File: src/rtl/psbw_pkg.sv
`timescale 1ns / 1ps
// ----------------------------------------------------------------------------
// Pixel store blend package
// Shared widths, operation codes, the pixel type and the dimension clamp.
// ----------------------------------------------------------------------------
package psbw_pkg;

  localparam int COORD_W    = 16;
  localparam int DIM_W      = 9;
  localparam int CHAN_W     = 8;
  localparam int ALPHA_W    = 9;
  localparam int MODE_W     = 2;
  localparam int CFG_IDX_W  = 1;
  localparam int DIGIT_W    = 4;
  localparam int MOD_STEPS  = COORD_W / DIGIT_W;
  localparam int STEP_CNT_W = $clog2(MOD_STEPS);
  localparam int LIN_W      = 2 * DIM_W;
  localparam int PROD_W     = CHAN_W + ALPHA_W;

  localparam int DEF_MAX_WIDTH  = 256;
  localparam int DEF_MAX_HEIGHT = 256;

  localparam logic [DIM_W-1:0]   DIM_RESET = DIM_W'(256);
  localparam logic [ALPHA_W-1:0] ALPHA_ONE = ALPHA_W'(256);

  localparam logic [MODE_W-1:0] MODE_READ  = MODE_W'(0);
  localparam logic [MODE_W-1:0] MODE_WRITE = MODE_W'(1);
  localparam logic [MODE_W-1:0] MODE_BLEND = MODE_W'(2);

  localparam logic [CFG_IDX_W-1:0] REG_WIDTH  = CFG_IDX_W'(0);
  localparam logic [CFG_IDX_W-1:0] REG_HEIGHT = CFG_IDX_W'(1);

  typedef struct packed {
    logic [CHAN_W-1:0] red;
    logic [CHAN_W-1:0] green;
    logic [CHAN_W-1:0] blue;
  } pixel_t;

  function automatic logic [DIM_W-1:0] clamp_dim(input logic [DIM_W-1:0] v, input int maxv);
    logic [DIM_W-1:0] r;
    r = v;
    if (v == '0) begin
      r = DIM_W'(1);
    end else if (int'(v) > maxv) begin
      r = DIM_W'(maxv);
    end
    return r;
  endfunction

endpackage

File: src/rtl/psbw_mod.sv
`timescale 1ns / 1ps
// ----------------------------------------------------------------------------
// Coordinate wrap unit
// Floored modulo of a signed coordinate by the image dimension, by restoring
// remainder over several bits of the magnitude per cycle.
// ----------------------------------------------------------------------------
module psbw_mod (
  input  logic                                clk_i,
  input  logic                                rst_ni,
  input  logic                                start_i,
  input  logic signed [psbw_pkg::COORD_W-1:0] value_i,
  input  logic        [psbw_pkg::DIM_W-1:0]   modulus_i,
  output logic                                done_o,
  output logic        [psbw_pkg::DIM_W-1:0]   result_o
);

  logic                              busy_q;
  logic                              done_q;
  logic [psbw_pkg::STEP_CNT_W-1:0]   cnt_q;
  logic [psbw_pkg::COORD_W-1:0]      shreg_q;
  logic [psbw_pkg::DIM_W-1:0]        rem_q;
  logic [psbw_pkg::DIM_W-1:0]        n_q;
  logic                              neg_q;
  logic [psbw_pkg::COORD_W-1:0]      value_u;
  logic [psbw_pkg::COORD_W-1:0]      mag;
  logic [psbw_pkg::DIM_W-1:0]        rem_d;
  logic [psbw_pkg::DIM_W-1:0]        rem_fix;

  assign value_u = unsigned'(value_i);
  assign mag     = value_u[psbw_pkg::COORD_W-1] ? (~value_u + 1'b1) : value_u;

  always_comb begin
    logic [psbw_pkg::DIM_W:0] trial;
    rem_d = rem_q;
    for (int i = 0; i < psbw_pkg::DIGIT_W; i++) begin
      trial = {rem_d, shreg_q[psbw_pkg::COORD_W-1-i]};
      if (trial >= {1'b0, n_q}) begin
        trial = trial - {1'b0, n_q};
      end
      rem_d = trial[psbw_pkg::DIM_W-1:0];
    end
    rem_fix = (neg_q && (rem_d != '0)) ? (n_q - rem_d) : rem_d;
  end

  always_ff @(posedge clk_i or negedge rst_ni) begin
    if (!rst_ni) begin
      busy_q  <= 1'b0;
      done_q  <= 1'b0;
      cnt_q   <= '0;
      shreg_q <= '0;
      rem_q   <= '0;
      n_q     <= '0;
      neg_q   <= 1'b0;
    end else begin
      done_q <= busy_q && !start_i
             && (cnt_q == psbw_pkg::STEP_CNT_W'(psbw_pkg::MOD_STEPS - 1));
      if (start_i) begin
        busy_q  <= 1'b1;
        cnt_q   <= '0;
        shreg_q <= mag;
        rem_q   <= '0;
        n_q     <= modulus_i;
        neg_q   <= value_u[psbw_pkg::COORD_W-1];
      end else if (busy_q) begin
        shreg_q <= shreg_q << psbw_pkg::DIGIT_W;
        cnt_q   <= cnt_q + 1'b1;
        if (cnt_q == psbw_pkg::STEP_CNT_W'(psbw_pkg::MOD_STEPS - 1)) begin
          busy_q <= 1'b0;
          rem_q  <= rem_fix;
        end else begin
          rem_q <= rem_d;
        end
      end
    end
  end

  assign done_o   = done_q;
  assign result_o = rem_q;

endmodule

File: config.mk
export PLATFORM = sky130hd
export DESIGN_NAME = psbw_mod
export DESIGN_NICKNAME = d
export VERILOG_FILES = /design/src/rtl/psbw_pkg.sv /design/src/rtl/psbw_mod.sv
export SDC_FILE = /design/constraint.sdc
export NUM_CORES = 1
export LEC_CHECK = 0
export BUFFER_PORTS_ARGS = -buffer_cell sky130_fd_sc_hd__buf_2
export CAP_MARGIN = 10
export CORE_MARGIN = 2
export CORE_UTILIZATION = 37
export DETAILED_ROUTE_END_ITERATION = 10
export PLACE_DENSITY = 0.63
export SLEW_MARGIN = 30
export SYNTH_ARGS = -nofsm -noshare
export SYNTH_HDL_FRONTEND = slang
export SYNTH_SLANG_ARGS = --single-unit
File: constraint.sdc
create_clock -name clk_i -period 11.83 [get_ports clk_i]
set_input_delay 2.366 -clock clk_i [delete_from_list [all_inputs] [get_ports clk_i]]
set_output_delay 2.366 -clock clk_i [all_outputs]
set_load 0.02 [all_outputs]
==> results.md <==
* Status: finished, final reports clean
* Leading post-synthesis cells by cell area: dfrtp_1 21%, ha_1 12%, nand2_1 5.3%
* Sequential share of the synthesized area at about a fifth
* Clock-pin slew on the worst setup and hold paths at 0.05 ns
* Minimum clock period at roughly 11 ns
* Largest area contributor in the netlist: dfrtp_1
* CTS buffer count at 5
* Io pins at 38
* Layout cell share with drive strength beyond 1 at between 10% and 20%
* Die Span X at ~120 microns
* Clock sink count at 39
* Max Clk Rate at about 93 MHz
* Post-route ant nets at 0
* Detailed Place HPWL at roughly 10000 microns
* Hold crit path type: reg -> reg
* Flop-to-flop setup slack at 1.07 ns
* Setup TNS at 0 ns
* Hold Path Depth at 2
* Die area at ~13000 sq um
* CP endpoint kind: register
* R2R cell count at 36
* WP buf/inv at 2
* Post-layout worst setup margin at approximately 1.1 ns
* Starting Density at between 30% and 40%
* Worst Clk Skew at 0.003535 ns
* Syn Inst Count at 571
* Reg area at about 980 sq um
* Post-DR wirelength/cell at about 16 microns
* GRT Util Overall at 19.50%
* Startpoint of the lowest-slack hold path: cnt_q[1]
* RR Startpoint: n_q[1]
* Worst-Margin Slew at about 0.86 ns
* Root Buffer: clkbuf_16
* Grt ovf at 0
* Post-layout nets at ~680
* WP data arrival at 10.92 ns
* R2R Path End: result_o[8]
* Max Root-Sink Buffers at 2
* Worst EP required at ~12 ns
* Largest net degree at the start of global routing at 65
* Area growth, synth to finish at 10.31%
* Final Max Slew Viols at 0
* RSZ-0062 raised after global routing: false
* Ant diodes at 0
* Startpoint types: register
* DRT iter0 DRCs at roughly 270
* RePlAce Congestion at between 0.9 and 1
* Synth Flop Type: dfrtp_1
* Via count at 4296
* Via/cell ratio at 5.608
* Number of synthesized flops with an enable pin at 0
* Mapped Avg Cell Area at between 8 and 9 sq um
* First-pass GRT wire length at between 20000 and 25000 microns
* First-pass detailed-route iteration total at 4
* Hold EP: cnt_q[1]
* Yosys warns at 0
* Max Cap Viol at 0
* # DRC at 0
* Period utilisation layout at between 90 and 100%
* FF+latch count, synth at 39
* Die H at approximately 120 microns
* Filler Cells Inserted at about 1.2k
* CP Max Fanout at 14
* Final core occ at approximately 42%
* Synth cell types at 77
* Async set-reset flop share out of synthesis at 100.0%
* # resized after CTS at 0
* CTS tree: yes
* Row count at 40
* Area of the core at 12110 sq um
* IO buf count at 37
* CTS Hold Bufs at 0
* Post-synth top area share at between 20% and 30%
* Place WS at about 1.2 ns
* Synth Cell Area at ~4600 sq um
* CP delay by family, top: compound AO/OA/AOI/OAI gates
* Final setup viols at 0
* Setup bufs post-CTS at 0
* Final Hold Viols at 0
* CP Class: reg -> reg
* Vias in the first global route at ~4.2k
* Slowest stage delay, CP at roughly 0.53 ns
* Initial antenna violation count at 0
* Crit-path slowest cell: fa_1
* Area of the multi-input gates at 3447 sq um
* Syn Nets at ~650
* WL final at about 13000 microns
* Clock H-tree levels at 2
* Slew headroom at between 40% and 50%
* Later-pin clock latency in the skew report at ~0.28 ns
* Hold slack at roughly 0.53 ns
## registers in the layout, indices dropped and copies added (netlist names)
| signal | cells |
|---|---|
| done_o | 1 |
| busy_q | 1 |
| n_q | 9 |
| shreg_q | 16 |
| neg_q | 1 |
| cnt_q | 2 |
| result_o | 9 |
## layout by cell type, fill, tap and decap left out, types with 3 or more instances in the layout
cell       synthesis  final
nand2b_1          10     10
a211oi_1          10     10
o21ai_1            4      4
xor2_1            13     13
clkbuf_16          0      5
nand3_1           16     16
xnor2_1           27     27
mux2_2            12     12
fa_1               4      4
and4_1             4      4
buf_2              1     36
mux2i_1           22     22
a21o_1             9      9
inv_1             31     31
o21ai_0           48     48
nor4_1             4      4
a21boi_0           4      4
nand4_1            4      4
o21a_1             5      5
ha_1              44     44
o211ai_1           6      6
a21oi_1           28     28
nor3_1            17     17
a31oi_1            7      7
nand2_1           65     65
dfrtp_1           39     39
and3_1             4      4
o41ai_1            5      5
and2_1             4      4
o31ai_1            3      3
nor2b_1            9      9
nor2_1            43     43
## area by class of cell
type	instances	area share (%)
Sequential cell	39	19.09
Timing Repair Buffer	39	4.356
Inverter	33	2.423
Tap cell	168	4.112
Multi-Input combinational cell	481	67.43
Clock buffer	5	2.447
Clock inverter	1	0.1468
## worst max-delay path by stage
stage	endpoint	from	slack [ns]	depth (start not counted)
6_report	result_o[8]	n_q[1]	1.07	36
5_1_grt	result_o[8]	n_q[1]	0.11	36
4_1_cts	result_o[8]	n_q[1]	1.17	36
3_5_place_dp	result_o[8]	n_q[1]	1.21	36
3_3_place_gp	result_o[8]	n_q[1]	1.59	36
2_1_floorplan	result_o[8]	n_q[1]	2.90	37
## cell usage after synthesis (9+ instances only)
| master | n |
|---|---|
| xnor2_1 | 27 |
| mux2i_1 | 22 |
| ha_1 | 44 |
| dfrtp_1 | 39 |
| o21ai_0 | 48 |
| clkbuf_1 | 11 |
| inv_1 | 31 |
| a211oi_1 | 10 |
| xor2_1 | 13 |
| nand3_1 | 16 |
| nor3_1 | 17 |
| nor2_1 | 43 |
| a21oi_1 | 28 |
| nor2b_1 | 9 |
| nand2_1 | 65 |
| mux2_2 | 12 |
| a21o_1 | 9 |
| nand2b_1 | 10 |
## stage by stage
step,instances,instance area (sq um)
final,766,5112
after global routing,766,5112
after CTS,765,5082
after detailed placement,759,4950
after global placement,759,4950
after floorplan,571,4634
## cells by family after synthesis
family | synth area share, %
AOI/OAI and AO/OA | 24.00
xor gates and xnor gates | 7.559
adders and majority gates | 14.04
buffers and inverters | 4.562
DFF | 21.06
muxes | 7.991
and+or+nand+nor | 20.79
## per-layer routing
metal  up-vias  part of all wire [%]  GRT usage, %
li1       2138                     -             -
met1      2043                    48         26.44
met2        96                    47         32.75
met3        19                   3.0         2.406
met4         0                   2.0         5.635
met5         -                     0             0
## worst min-delay path: cells and delay by family (launching register included)
kind	cells	cell delay, ns
mux	1	0.07
simple gates	1	0.07
flops	1	0.34
Power is left out: the tool's default activity adds up to more than one toggle a clock period on the data nets, which glitch-free logic cannot reach.
