### config.mk
export PLATFORM = sky130hd
export DESIGN_NAME = psbw_blend
export DESIGN_NICKNAME = d
export VERILOG_FILES = /design/src/rtl/psbw_pkg.sv /design/src/rtl/psbw_blend.sv
export SDC_FILE = /design/constraint.sdc
export NUM_CORES = 1
export LEC_CHECK = 0
export BUFFER_PORTS_ARGS = -buffer_cell sky130_fd_sc_hd__buf_2
export CORE_ASPECT_RATIO = 1.2
export CORE_MARGIN = 8
export CORE_UTILIZATION = 65
export DETAILED_ROUTE_END_ITERATION = 6
export GPL_TIMING_DRIVEN = 0
export PLACE_DENSITY = 0.84
export REMOVE_ABC_BUFFERS = 1
export SLEW_MARGIN = 30
export SYNTH_ARGS = -nofsm -noshare
export SYNTH_HDL_FRONTEND = slang
export SYNTH_SLANG_ARGS = --single-unit
### constraint.sdc
create_clock -name clk_i -period 12.3 [get_ports clk_i]
set_input_delay 0.615 -clock clk_i [delete_from_list [all_inputs] [get_ports clk_i]]
set_output_delay 0.615 -clock clk_i [all_outputs]
set_load 0.005 [all_outputs]
### src/rtl/psbw_pkg.sv
`timescale 1ns / 1ps
// ----------------------------------------------------------------------------
// Pixel store blend package
// Shared widths, operation codes, the pixel type and the dimension clamp.
// ----------------------------------------------------------------------------
package psbw_pkg;

  localparam int COORD_W    = 16;
  localparam int DIM_W      = 9;
  localparam int CHAN_W     = 8;
  localparam int ALPHA_W    = 9;
  localparam int MODE_W     = 2;
  localparam int CFG_IDX_W  = 1;
  localparam int DIGIT_W    = 4;
  localparam int MOD_STEPS  = COORD_W / DIGIT_W;
  localparam int STEP_CNT_W = $clog2(MOD_STEPS);
  localparam int LIN_W      = 2 * DIM_W;
  localparam int PROD_W     = CHAN_W + ALPHA_W;

  localparam int DEF_MAX_WIDTH  = 256;
  localparam int DEF_MAX_HEIGHT = 256;

  localparam logic [DIM_W-1:0]   DIM_RESET = DIM_W'(256);
  localparam logic [ALPHA_W-1:0] ALPHA_ONE = ALPHA_W'(256);

  localparam logic [MODE_W-1:0] MODE_READ  = MODE_W'(0);
  localparam logic [MODE_W-1:0] MODE_WRITE = MODE_W'(1);
  localparam logic [MODE_W-1:0] MODE_BLEND = MODE_W'(2);

  localparam logic [CFG_IDX_W-1:0] REG_WIDTH  = CFG_IDX_W'(0);
  localparam logic [CFG_IDX_W-1:0] REG_HEIGHT = CFG_IDX_W'(1);

  typedef struct packed {
    logic [CHAN_W-1:0] red;
    logic [CHAN_W-1:0] green;
    logic [CHAN_W-1:0] blue;
  } pixel_t;

  function automatic logic [DIM_W-1:0] clamp_dim(input logic [DIM_W-1:0] v, input int maxv);
    logic [DIM_W-1:0] r;
    r = v;
    if (v == '0) begin
      r = DIM_W'(1);
    end else if (int'(v) > maxv) begin
      r = DIM_W'(maxv);
    end
    return r;
  endfunction

endpackage

### src/rtl/psbw_blend.sv
`timescale 1ns / 1ps
// ----------------------------------------------------------------------------
// Alpha blend unit
// Registers the weighted products of new and old colour, then sums and
// scales them down by one in Q1.8.
// ----------------------------------------------------------------------------
module psbw_blend (
  input  logic                             clk_i,
  input  logic                             load_i,
  input  psbw_pkg::pixel_t                 new_i,
  input  psbw_pkg::pixel_t                 old_i,
  input  logic [psbw_pkg::ALPHA_W-1:0]     alpha_i,
  output psbw_pkg::pixel_t                 mix_o
);

  logic [psbw_pkg::ALPHA_W-1:0] inv_alpha;
  logic [psbw_pkg::PROD_W-1:0]  pn_q [3];
  logic [psbw_pkg::PROD_W-1:0]  po_q [3];
  logic [psbw_pkg::CHAN_W-1:0]  nw   [3];
  logic [psbw_pkg::CHAN_W-1:0]  od   [3];
  logic [psbw_pkg::PROD_W-1:0]  sum  [3];

  assign inv_alpha = psbw_pkg::ALPHA_ONE - alpha_i;

  assign nw[0] = new_i.red;
  assign nw[1] = new_i.green;
  assign nw[2] = new_i.blue;
  assign od[0] = old_i.red;
  assign od[1] = old_i.green;
  assign od[2] = old_i.blue;

  always_ff @(posedge clk_i) begin
    if (load_i) begin
      for (int c = 0; c < 3; c++) begin
        pn_q[c] <= psbw_pkg::PROD_W'(nw[c]) * psbw_pkg::PROD_W'(alpha_i);
        po_q[c] <= psbw_pkg::PROD_W'(od[c]) * psbw_pkg::PROD_W'(inv_alpha);
      end
    end
  end

  always_comb begin
    for (int c = 0; c < 3; c++) begin
      sum[c] = pn_q[c] + po_q[c];
    end
  end

  assign mix_o.red   = sum[0][psbw_pkg::PROD_W-2 -: psbw_pkg::CHAN_W];
  assign mix_o.green = sum[1][psbw_pkg::PROD_W-2 -: psbw_pkg::CHAN_W];
  assign mix_o.blue  = sum[2][psbw_pkg::PROD_W-2 -: psbw_pkg::CHAN_W];

endmodule

==> results.md, run 1 <==
- Dpl ws: 5.832 ns
- Post-CTS Setup Bufs: 0
- Final Power: 3.856 mW
- Relative slew slack: 0.3952
- Nets: 2498
- Async S/R FF share, synth: 0
- Post-Synthesis Cells: 1892
- Minimum clock period: 6.148 ns
- Yosys reg bits: 96
- Final count of pins violating max slew: 0
- Arr. time, crit path: 6.28 ns
- Clock root cell: clkbuf_16
- Detailed-route via count: 12990
- # fillers: 1965
- Data required time of the worst path: 12.43 ns
- Setup TNS: 0 ns
- Die height: 197.5 um
- Clk pwr share: 0.088
- Layout Cells excl Fill: 2285
- CTS tree: yes
- Ys Warns: 0
- Final wirelength: 37780 um
- Lkg Pwr: 9.496 nW
- Critical Path Sink Type: flop
- Die Wd: 167.2 um
- Initial antenna violation count: 0
- Number of inserted diodes: 0
- Netlist Area Pre-Place: 0.01784 mm^2
- Status: finished, final reports clean
- Maximum vdd drop: 329.7 uV
- Synth cell types: 63
- CP max FO: 50
- TritonCTS Sinks: 96
- Register clock-pin slew on the reported worst setup and hold paths: 0.07 ns
- CP startpoint kind: input port
- Vias in the first global route: 14640
- RSZ-0062 raised after global routing: false
- Starting Density: 0.6587
- Core area: 0.02709 mm^2
- Pwr/cell area: 202.7 mW/mm^2
- Synth Area per Inst: 9.430 um^2
- H-tree depth: 3
- Top cell type's share of synthesized area: 0.2760
- Iter 0 DRT Violations: 606
- Pin count of the biggest net entering global routing: 75
- Max-cap violations: 0
- Post-cts resize count: 0
- Vias per cell: 5.683
- Worst Hold Class: in2reg
- Post-synth top area cell: fa_1
- Total global routing overflow: 0
- DRC: 0
- Min-delay src: load_i
- First-pass GRT wire length: 65610 um
- Final Setup Violations: 0
- Post-DRT Antenna Nets: 0
- Cells after DPL: 2269
- Hold depth: 1
- RePlAce Congestion: 0.8161
- CTS buffer count: 9
- Synth area leaders: fa_1 28%, ha_1 18%, edfxtp_1 16%
- Hold path endpoint: po_q[0][30]$_DFFE_PP_
- Cell Rows: 66
- Critical path type: in2reg
- Int Power: 2.092 mW
- Switching Fraction: 0.4574
- Tightest Pin Transition: 0.9072 ns
- I/O pin count: 83
- Die ar.: 0.03303 mm^2
- P&R area growth vs syn: 6.606%
- Achievable Freq: 0.1626 GHz
- DP HPWL: 29990 um
- Final hold vios: 0
- Sequential area share after synthesis: 0.1616
- Final setup margin: 6.152 ns
- Part of the cycle the worst path needs: 0.4999
- Combinational fraction of design power: 0.737
- CTS max path bufs: 2
- Hold buffers post-CTS: 0
- Psw: 1.764 mW
- Share of power burned in registers: 0.175
- Buffers added on ports: 82
- GRT Total Usage: 0.2404
- Post-synth EDFFs: 96
- Top FF cell, synth: edfxtp_1
- Drt pass-1 iters: 5
- Avg WL per Cell: 16.54 um
- Share of cells above drive strength 1: 0.06787
==> layer usage <==
layer	up-vias	part of all wire	global-route usage
li1	6055	-	-
met1	6499	0.37	0.2570
met2	323	0.56	0.4717
met3	108	0.040	0.03079
met4	0	0.034	0.09404
met5	-	0	0
==> worst max-delay path, stage by stage <==
cell     delay, ns
buf_2         0.67
inv_1         0.15
ha_1          0.31
xnor2_2       0.54
buf_6         0.25
nand2_1       0.10
fa_1          0.51
fa_1          0.49
inv_1         0.05
fa_1          0.47
inv_1         0.05
fa_1          0.47
inv_1         0.04
ha_1          0.32
o21a_1        0.19
o21ai_0       0.20
o21ai_0       0.18
a31o_2        0.27
a21oi_1       0.17
xnor2_1       0.21
==> cells in the mapped netlist, types with 23 or more instances <==
cell type	count
inv_1	358
and2_1	270
ha_1	253
fa_1	246
nand2_1	191
edfxtp_1	96
xnor2_1	89
a21oi_1	54
clkbuf_1	44
nor2_1	38
o21ai_0	33
nor3_1	25
xor2_1	23
==> how the worst max path moves through the flow <==
stage	start	endpoint	slack [ns]
global placement	alpha_i[0]	po_q[0][14]$_DFFE_PP_	4.76
CTS	alpha_i[0]	po_q[0][14]$_DFFE_PP_	6.19
global route	alpha_i[0]	po_q[0][14]$_DFFE_PP_	5.86
floorplan	alpha_i[0]	po_q[0][14]$_DFFE_PP_	6.89
finish	alpha_i[0]	po_q[0][14]$_DFFE_PP_	6.15
detailed placement	alpha_i[0]	po_q[0][14]$_DFFE_PP_	5.83
==> power by group through the flow <==
stage	combinational [mW]	sequential, mW	clock, mW
2_1_floorplan	2.05	0.645	0
3_3_place_gp	2.67	0.677	0
3_5_place_dp	2.81	0.679	0
4_1_cts	2.85	0.674	0.342
5_1_grt	3.20	0.679	0.353
6_report	2.84	0.675	0.339
==> flip-flops by register name, indices dropped and copies added, names as in the netlist <==
| name | cells |
|---|---|
| pn_q | 48 |
| po_q | 48 |
==> kinds of logic (layout without fill, tap and decap cells) <==
kind of cell,count (synthesis),in the layout,synth area share
AOI/OAI and AO/OA,177,177,0.06543
adders and majority gates,499,499,0.4534
DFF,96,96,0.1616
and+or+nand+nor,596,596,0.1758
xor gates and xnor gates,113,113,0.05652
buffers and inverters,411,464,0.08724
==> final cells by class <==
type,instances,area (um^2),area share
multi-input combinational,1385,13470,0.7082
inverter,358,1344,0.07065
sequential,96,2883,0.1516
tap,340,425.4,0.02237
clock buffer,9,225.2,0.01184
clock inverter,7,142.6,0.007499
timing repair buffer,90,530.5,0.02789
==> through the flow <==
step                        util  instance area, um^2  hold slack, ns
after floorplan                -                17630          0.7275
after global placement    0.6817                18470           1.024
after detailed placement  0.6887                18650          0.9738
after CTS                 0.7022                19020          0.6118
after global routing      0.7022                19020          0.6128
final                     0.7022                19020          0.6190
==> layout by cell type, fill, tap and decap left out, types with 5 or more instances in the layout <==
cell type  netlist  layout
xor2_1          23      21
a21oi_1         54      54
fa_1           246     246
or3_1            5       5
nor2b_1         13      13
nand4_1          8       8
o21bai_1         6       6
inv_1          358     358
o31ai_1          6       6
xnor2_1         89      85
a31oi_1          7       7
ha_1           253     253
nand2b_1         9       9
and2_1         270     270
nor3_1          25      25
nand2_1        191     191
nand3_1         16      16
clkbuf_16        0       9
buf_2            2      81
o21ai_0         33      33
edfxtp_1        96      96
o21a_1          17      17
nor2_1          38      38
a21o_1          19      19
nor4_1           6       6
Note: power is estimated with default switching activity, not from simulation.
==> run 2, diff against run 1 <==
--- a/config.mk
+++ b/config.mk
@@ -8,10 +8,10 @@
 export BUFFER_PORTS_ARGS = -buffer_cell sky130_fd_sc_hd__buf_2
 export CORE_ASPECT_RATIO = 1.2
 export CORE_MARGIN = 8
-export CORE_UTILIZATION = 65
+export CORE_UTILIZATION = 59
 export DETAILED_ROUTE_END_ITERATION = 6
 export GPL_TIMING_DRIVEN = 0
-export PLACE_DENSITY = 0.84
+export PLACE_DENSITY = 0.8
 export REMOVE_ABC_BUFFERS = 1
 export SLEW_MARGIN = 30
 export SYNTH_ARGS = -nofsm -noshare
==> constraint.sdc (replaced) <==
create_clock -name clk_i -period 5 [get_ports clk_i]
set_input_delay 0.25 -clock clk_i [delete_from_list [all_inputs] [get_ports clk_i]]
set_output_delay 0.25 -clock clk_i [all_outputs]
set_load 0.005 [all_outputs]
==> results.md, run 2 (same netlist as run 1, synthesis figures left out) <==
- First-pass GRT wire length: 65450 um
- Lkg Pwr: 9.632 nW
- Most common cell on crit path: fa_1
- CTS tree: yes
- Final hold vios: 0
- Slowest stage delay, CP: 0.56 ns
- Top flop regs: pn_q: 48 flops, po_q: 48 flops
- Iter 0 DRT Violations: 571
- CTS max path bufs: 2
- I/O pin count: 83
- Delay-heaviest family, CP: adder cells
- GRT Total Usage: 0.2211
- Share of power burned in registers: 0.171
- CP max FO: 27
- RePlAce Congestion: 0.8679
- Dpl cell area: 0.01874 mm^2
- CTS buffer count: 9
- Nets: 2515
- Clk pwr share: 0.075
- Vias in the first global route: 14510
- Core area: 0.02970 mm^2
- Pwr/cell area: 497.6 mW/mm^2
- Final Power: 9.680 mW
- WP buf/inv: 4
- Hold buffers post-CTS: 0
- Combinational fraction of design power: 0.754
- Initial antenna violation count: 0
- Crit-path cells: buf_8 -> nor2_4 -> buf_4 -> nand3_4 -> or3_4 -> xnor2_4 -> and2_4 -> fa_1 -> inv_1 -> fa_1 -> fa_1 -> fa_1 -> inv_1 -> ha_1 -> and2_1 -> o21ai_2 -> o311ai_4 -> o31ai_2 -> xnor2_1
- Part of the cycle the worst path needs: 0.9778
- Avg WL per Cell: 16.74 um
- Critical Path Sink Type: flop
- Pin count of the biggest net entering global routing: 79
- Clock root cell: clkbuf_16
- Worst Hold Class: in2reg
- Achievable Freq: 0.2045 GHz
- Dpl ws: -1.205 ns
- Cell Rows: 69
- Final wirelength: 39380 um
- Slowest cell on the critical path: fa_1
- Final setup margin: 0.1109 ns
- Share of cells above drive strength 1: 0.09174
- H-tree depth: 3
- Critical path type: in2reg
- Detailed-route via count: 13070
- Final Core Density: 0.6550
- Buffers added on ports: 82
- Starting Density: 0.6008
- Arr. time, crit path: 4.99 ns
- Final count of pins violating max slew: 0
- TritonCTS Sinks: 96
- Design Area, Final: 0.01945 mm^2
- CP startpoint kind: input port
- Most common cell after layout, fill and taps aside: inv_1
- Total global routing overflow: 0
- P&R area growth vs syn: 9.032%
- Tightest Pin Transition: 0.7682 ns
- DRC: 0
- Most frequent cells in the layout: 356 x inv_1, 268 x and2_1, 248 x ha_1, 246 x fa_1, 190 x nand2_1
- Register clock-pin slew on the reported worst setup and hold paths: 0.06 ns
- DP HPWL: 29660 um
- Die Wd: 174.7 um
- Data required time of the worst path: 5.10 ns
- Maximum vdd drop: 683.5 uV
- Vias per cell: 5.557
- Psw: 4.467 mW
- Drt pass-1 iters: 7
- Minimum clock period: 4.889 ns
- Hold WS: 0.2373 ns
- Final Setup Violations: 0
- Post-DRT Antenna Nets: 0
- Int Power: 5.214 mW
- Max-cap violations: 0
- Die height: 206.5 um
- Switching Fraction: 0.4614
- Relative slew slack: 0.4879
- Number of inserted diodes: 0
- Die ar.: 0.03608 mm^2
- Status: finished, final reports clean
## run 2: cell types whose count changed in the layout (fill, tap and decap cells not counted), sizes merged
cell	before	now
clkinv	2	4
clkbuf	9	10
buf	90	106
xnor2	90	91
inv	359	358
bufinv	4	2
## run 2: what timing repair did
item | 4_1_cts | 5_1_grt
buffers inserted | 7 | 8
gates cloned | 1 | 0
hold endpoints to repair | 0 | 0
setup endpoints to repair | 21 | 9
pin swaps | 5 | 18
gates resized for setup | 30 | 34
## run 2: area by class of cell
class,instances,area (um^2)
tap,390,488.0
timing repair buffer,106,709.4
sequential,96,2883
fill,2279,10240
multi-input combinational,1386,13710
clock inverter,6,83.83
inverter,358,1346
clock buffer,10,229.0
## run 2: path summary, 6_finish.rpt
check	endpoint	from	cells after the start	slack (ns)
worst max-delay path	po_q[0][49]$_DFFE_PP_	alpha_i[2]	19	0.11
worst min-delay path	po_q[0][31]$_DFFE_PP_	load_i	1	0.24
## run 2: through the flow
stage / setup TNS (ns) / cells
finish: 0 / 2352
global route: -0.06617 / 2352
CTS: 0 / 2344
detailed placement: -18.39 / 2320
global placement: -49.93 / 2311
floorplan: -0.07109 / 1839
## run 2: per-layer routing
layer  track usage  wire (um)
met5             0          0
met1        0.2370      14600
met2        0.4345      21950
met3       0.03271       1822
met4       0.07396       1006
## run 2: power groups by stage
| stage | Sequential (mW) | Clock, mW | Combinational [mW] |
|---|---|---|---|
| after floorplan | 1.59 | 0 | 5.03 |
| after global placement | 1.67 | 0 | 6.59 |
| after detailed placement | 1.67 | 0 | 6.90 |
| after CTS | 1.66 | 0.732 | 7.04 |
| after global routing | 1.67 | 0.758 | 8.20 |
| final | 1.65 | 0.724 | 7.30 |
==> run 3, diff against run 2 <==
--- a/config.mk
+++ b/config.mk
@@ -8,10 +8,10 @@
 export BUFFER_PORTS_ARGS = -buffer_cell sky130_fd_sc_hd__buf_2
 export CORE_ASPECT_RATIO = 1.2
 export CORE_MARGIN = 8
-export CORE_UTILIZATION = 59
+export CORE_UTILIZATION = 65
 export DETAILED_ROUTE_END_ITERATION = 6
 export GPL_TIMING_DRIVEN = 0
-export PLACE_DENSITY = 0.8
+export PLACE_DENSITY = 0.84
 export REMOVE_ABC_BUFFERS = 1
 export SLEW_MARGIN = 30
 export SYNTH_ARGS = -nofsm -noshare
==> constraint.sdc (replaced) <==
create_clock -name clk_i -period 4.7 [get_ports clk_i]
set_input_delay 0.235 -clock clk_i [delete_from_list [all_inputs] [get_ports clk_i]]
set_output_delay 0.235 -clock clk_i [all_outputs]
set_load 0.005 [all_outputs]
==> results.md, run 3 (same netlist as run 1, synthesis figures left out) <==
- Clock root cell: clkbuf_16
- Critical Path Start: alpha_i[1]
- Cells after DPL: 2269
- CP endpoint: po_q[0][48]$_DFFE_PP_
- Detailed-route via count: 14120
- Core area: 0.02709 mm^2
- GRT Total Usage: 0.2553
- Maximum vdd drop: 895.7 uV
- Final Setup Violations: 7
- Max-cap violations: 0
- Relative slew slack: 0.4715
- Initial antenna violation count: 0
- First-pass GRT wire length: 69200 um
- Share of power burned in registers: 0.153
- Pin count of the biggest net entering global routing: 75
- Minimum clock period: 4.855 ns
- RePlAce Congestion: 0.8161
- Part of the cycle the worst path needs: 1.033
- Combinational fraction of design power: 0.769
- Failing checks: setup timing
- Most common cell on crit path: fa_1
- Crit-path cells: buf_16 -> inv_4 -> ha_4 -> nand3_4 -> or3_4 -> xnor2_4 -> and2_4 -> fa_1 -> inv_1 -> fa_1 -> fa_1 -> fa_1 -> inv_2 -> ha_4 -> nor3_4 -> nor2_1 -> a31o_2 -> a21oi_2 -> xnor2_1
- Vias per cell: 6.042
- DRC: 0
- DP HPWL: 29990 um
- Setup TNS: -0.5598 ns
- Drt pass-1 iters: 7
- Final hold vios: 0
- Iter 0 DRT Violations: 812
- Dpl ws: -1.388 ns
- Slowest cell on the critical path: fa_1
- P&R area growth vs syn: 13.70%
- Int Power: 6.140 mW
- Cell Rows: 66
- Tightest Pin Transition: 0.7825 ns
- Total global routing overflow: 0
- I/O pin count: 83
- Final count of pins violating max slew: 0
- Hold buffers post-CTS: 0
- Most common cell after layout, fill and taps aside: inv_1
- Critical Path Sink Type: flop
- Post-DRT Antenna Nets: 0
- Number of inserted diodes: 0
- Status: complete, but fails checks
- Most frequent cells in the layout: 349 x inv_1, 264 x and2_1, 245 x fa_1, 234 x ha_1, 190 x nand2_1
- # fillers: 1692
- CTS max path bufs: 2
- Pwr/cell area: 571.9 mW/mm^2
- H-tree depth: 3
- Delay-heaviest family, CP: adder cells
- Worst Hold Class: in2reg
- WP buf/inv: 4
- Top flop regs: pn_q: 48 flops, po_q: 48 flops
- Psw: 5.463 mW
- Final setup margin: -0.1550 ns
- CTS tree: yes
- Starting Density: 0.6587
- Critical path type: in2reg
- Vias in the first global route: 15050
- Die ar.: 0.03303 mm^2
- Share of cells above drive strength 1: 0.1293
- Lkg Pwr: 9.943 nW
- Switching Fraction: 0.4708
- Hold WS: 0.2383 ns
- Nets: 2549
- Achievable Freq: 0.2060 GHz
- Layout Cells excl Fill: 2336
- Die height: 197.5 um
- CTS buffer count: 9
- Data required time of the worst path: 4.83 ns
- Clk pwr share: 0.078
- CP max FO: 13
- RSZ-0062 raised after global routing: true
- Avg WL per Cell: 20.09 um
- Arr. time, crit path: 4.99 ns
- Slowest stage delay, CP: 0.58 ns
- Final Power: 11.60 mW
- Register clock-pin slew on the reported worst setup and hold paths: 0.07 ns
- Final wirelength: 46930 um
- Die Wd: 167.2 um
- Buffers added on ports: 82
- Critical path depth in cells: 19
- TritonCTS Sinks: 96
- CP startpoint kind: input port
[run 3: per-stage QoR]
| step | util | cell area [um^2] |
|---|---|---|
| global route | 0.7490 | 20290 |
| floorplan | - | 17630 |
| global placement | 0.6817 | 18470 |
| detailed placement | 0.6887 | 18650 |
| finish | 0.7490 | 20290 |
| CTS | 0.7193 | 19480 |
[run 3: cell type report]
class	instances	area [um^2]	share of cell area
Multi-Input combinational cell	1387	14050	0.6925
Timing Repair Buffer	139	1202	0.05927
Tap cell	340	425.4	0.02097
Sequential cell	96	2883	0.1421
Clock inverter	7	142.6	0.007031
Inverter	358	1359	0.06698
Clock buffer	9	225.2	0.01110
[run 3: per-layer routing]
metal | GRT usage | wire length, um
met1 | 0.2707 | 16040
met2 | 0.4915 | 24250
met3 | 0.03599 | 3313
met4 | 0.1209 | 3325
met5 | 0 | 0
[run 3: power groups by stage]
stage | clock (mW) | sequential [mW] | combinational [mW]
after CTS | 0.895 | 1.76 | 7.72
after global placement | 0 | 1.77 | 6.99
after global routing | 0.933 | 1.78 | 9.74
after detailed placement | 0 | 1.78 | 7.35
after floorplan | 0 | 1.69 | 5.36
final | 0.905 | 1.78 | 8.92
[run 3: worst min-delay path by stage]
stage | start | to | slack, ns | depth (start not counted)
after floorplan | load_i | pn_q[0][0]$_DFFE_PP_ | 0.35 | 0
after global placement | new_i[16] | pn_q[0][0]$_DFFE_PP_ | 0.64 | 2
after detailed placement | load_i | po_q[0][30]$_DFFE_PP_ | 0.59 | 1
after CTS | load_i | po_q[0][30]$_DFFE_PP_ | 0.23 | 1
after global routing | load_i | po_q[0][30]$_DFFE_PP_ | 0.23 | 1
final | load_i | po_q[0][30]$_DFFE_PP_ | 0.24 | 1
[run 3: what timing repair did]
item	CTS	global route
setup buffers	15	25
gates resized for setup	70	75
cloned	2	9
endpoints found under the setup margin	25	12
pin swaps	20	57
hold endpoints to repair	0	0
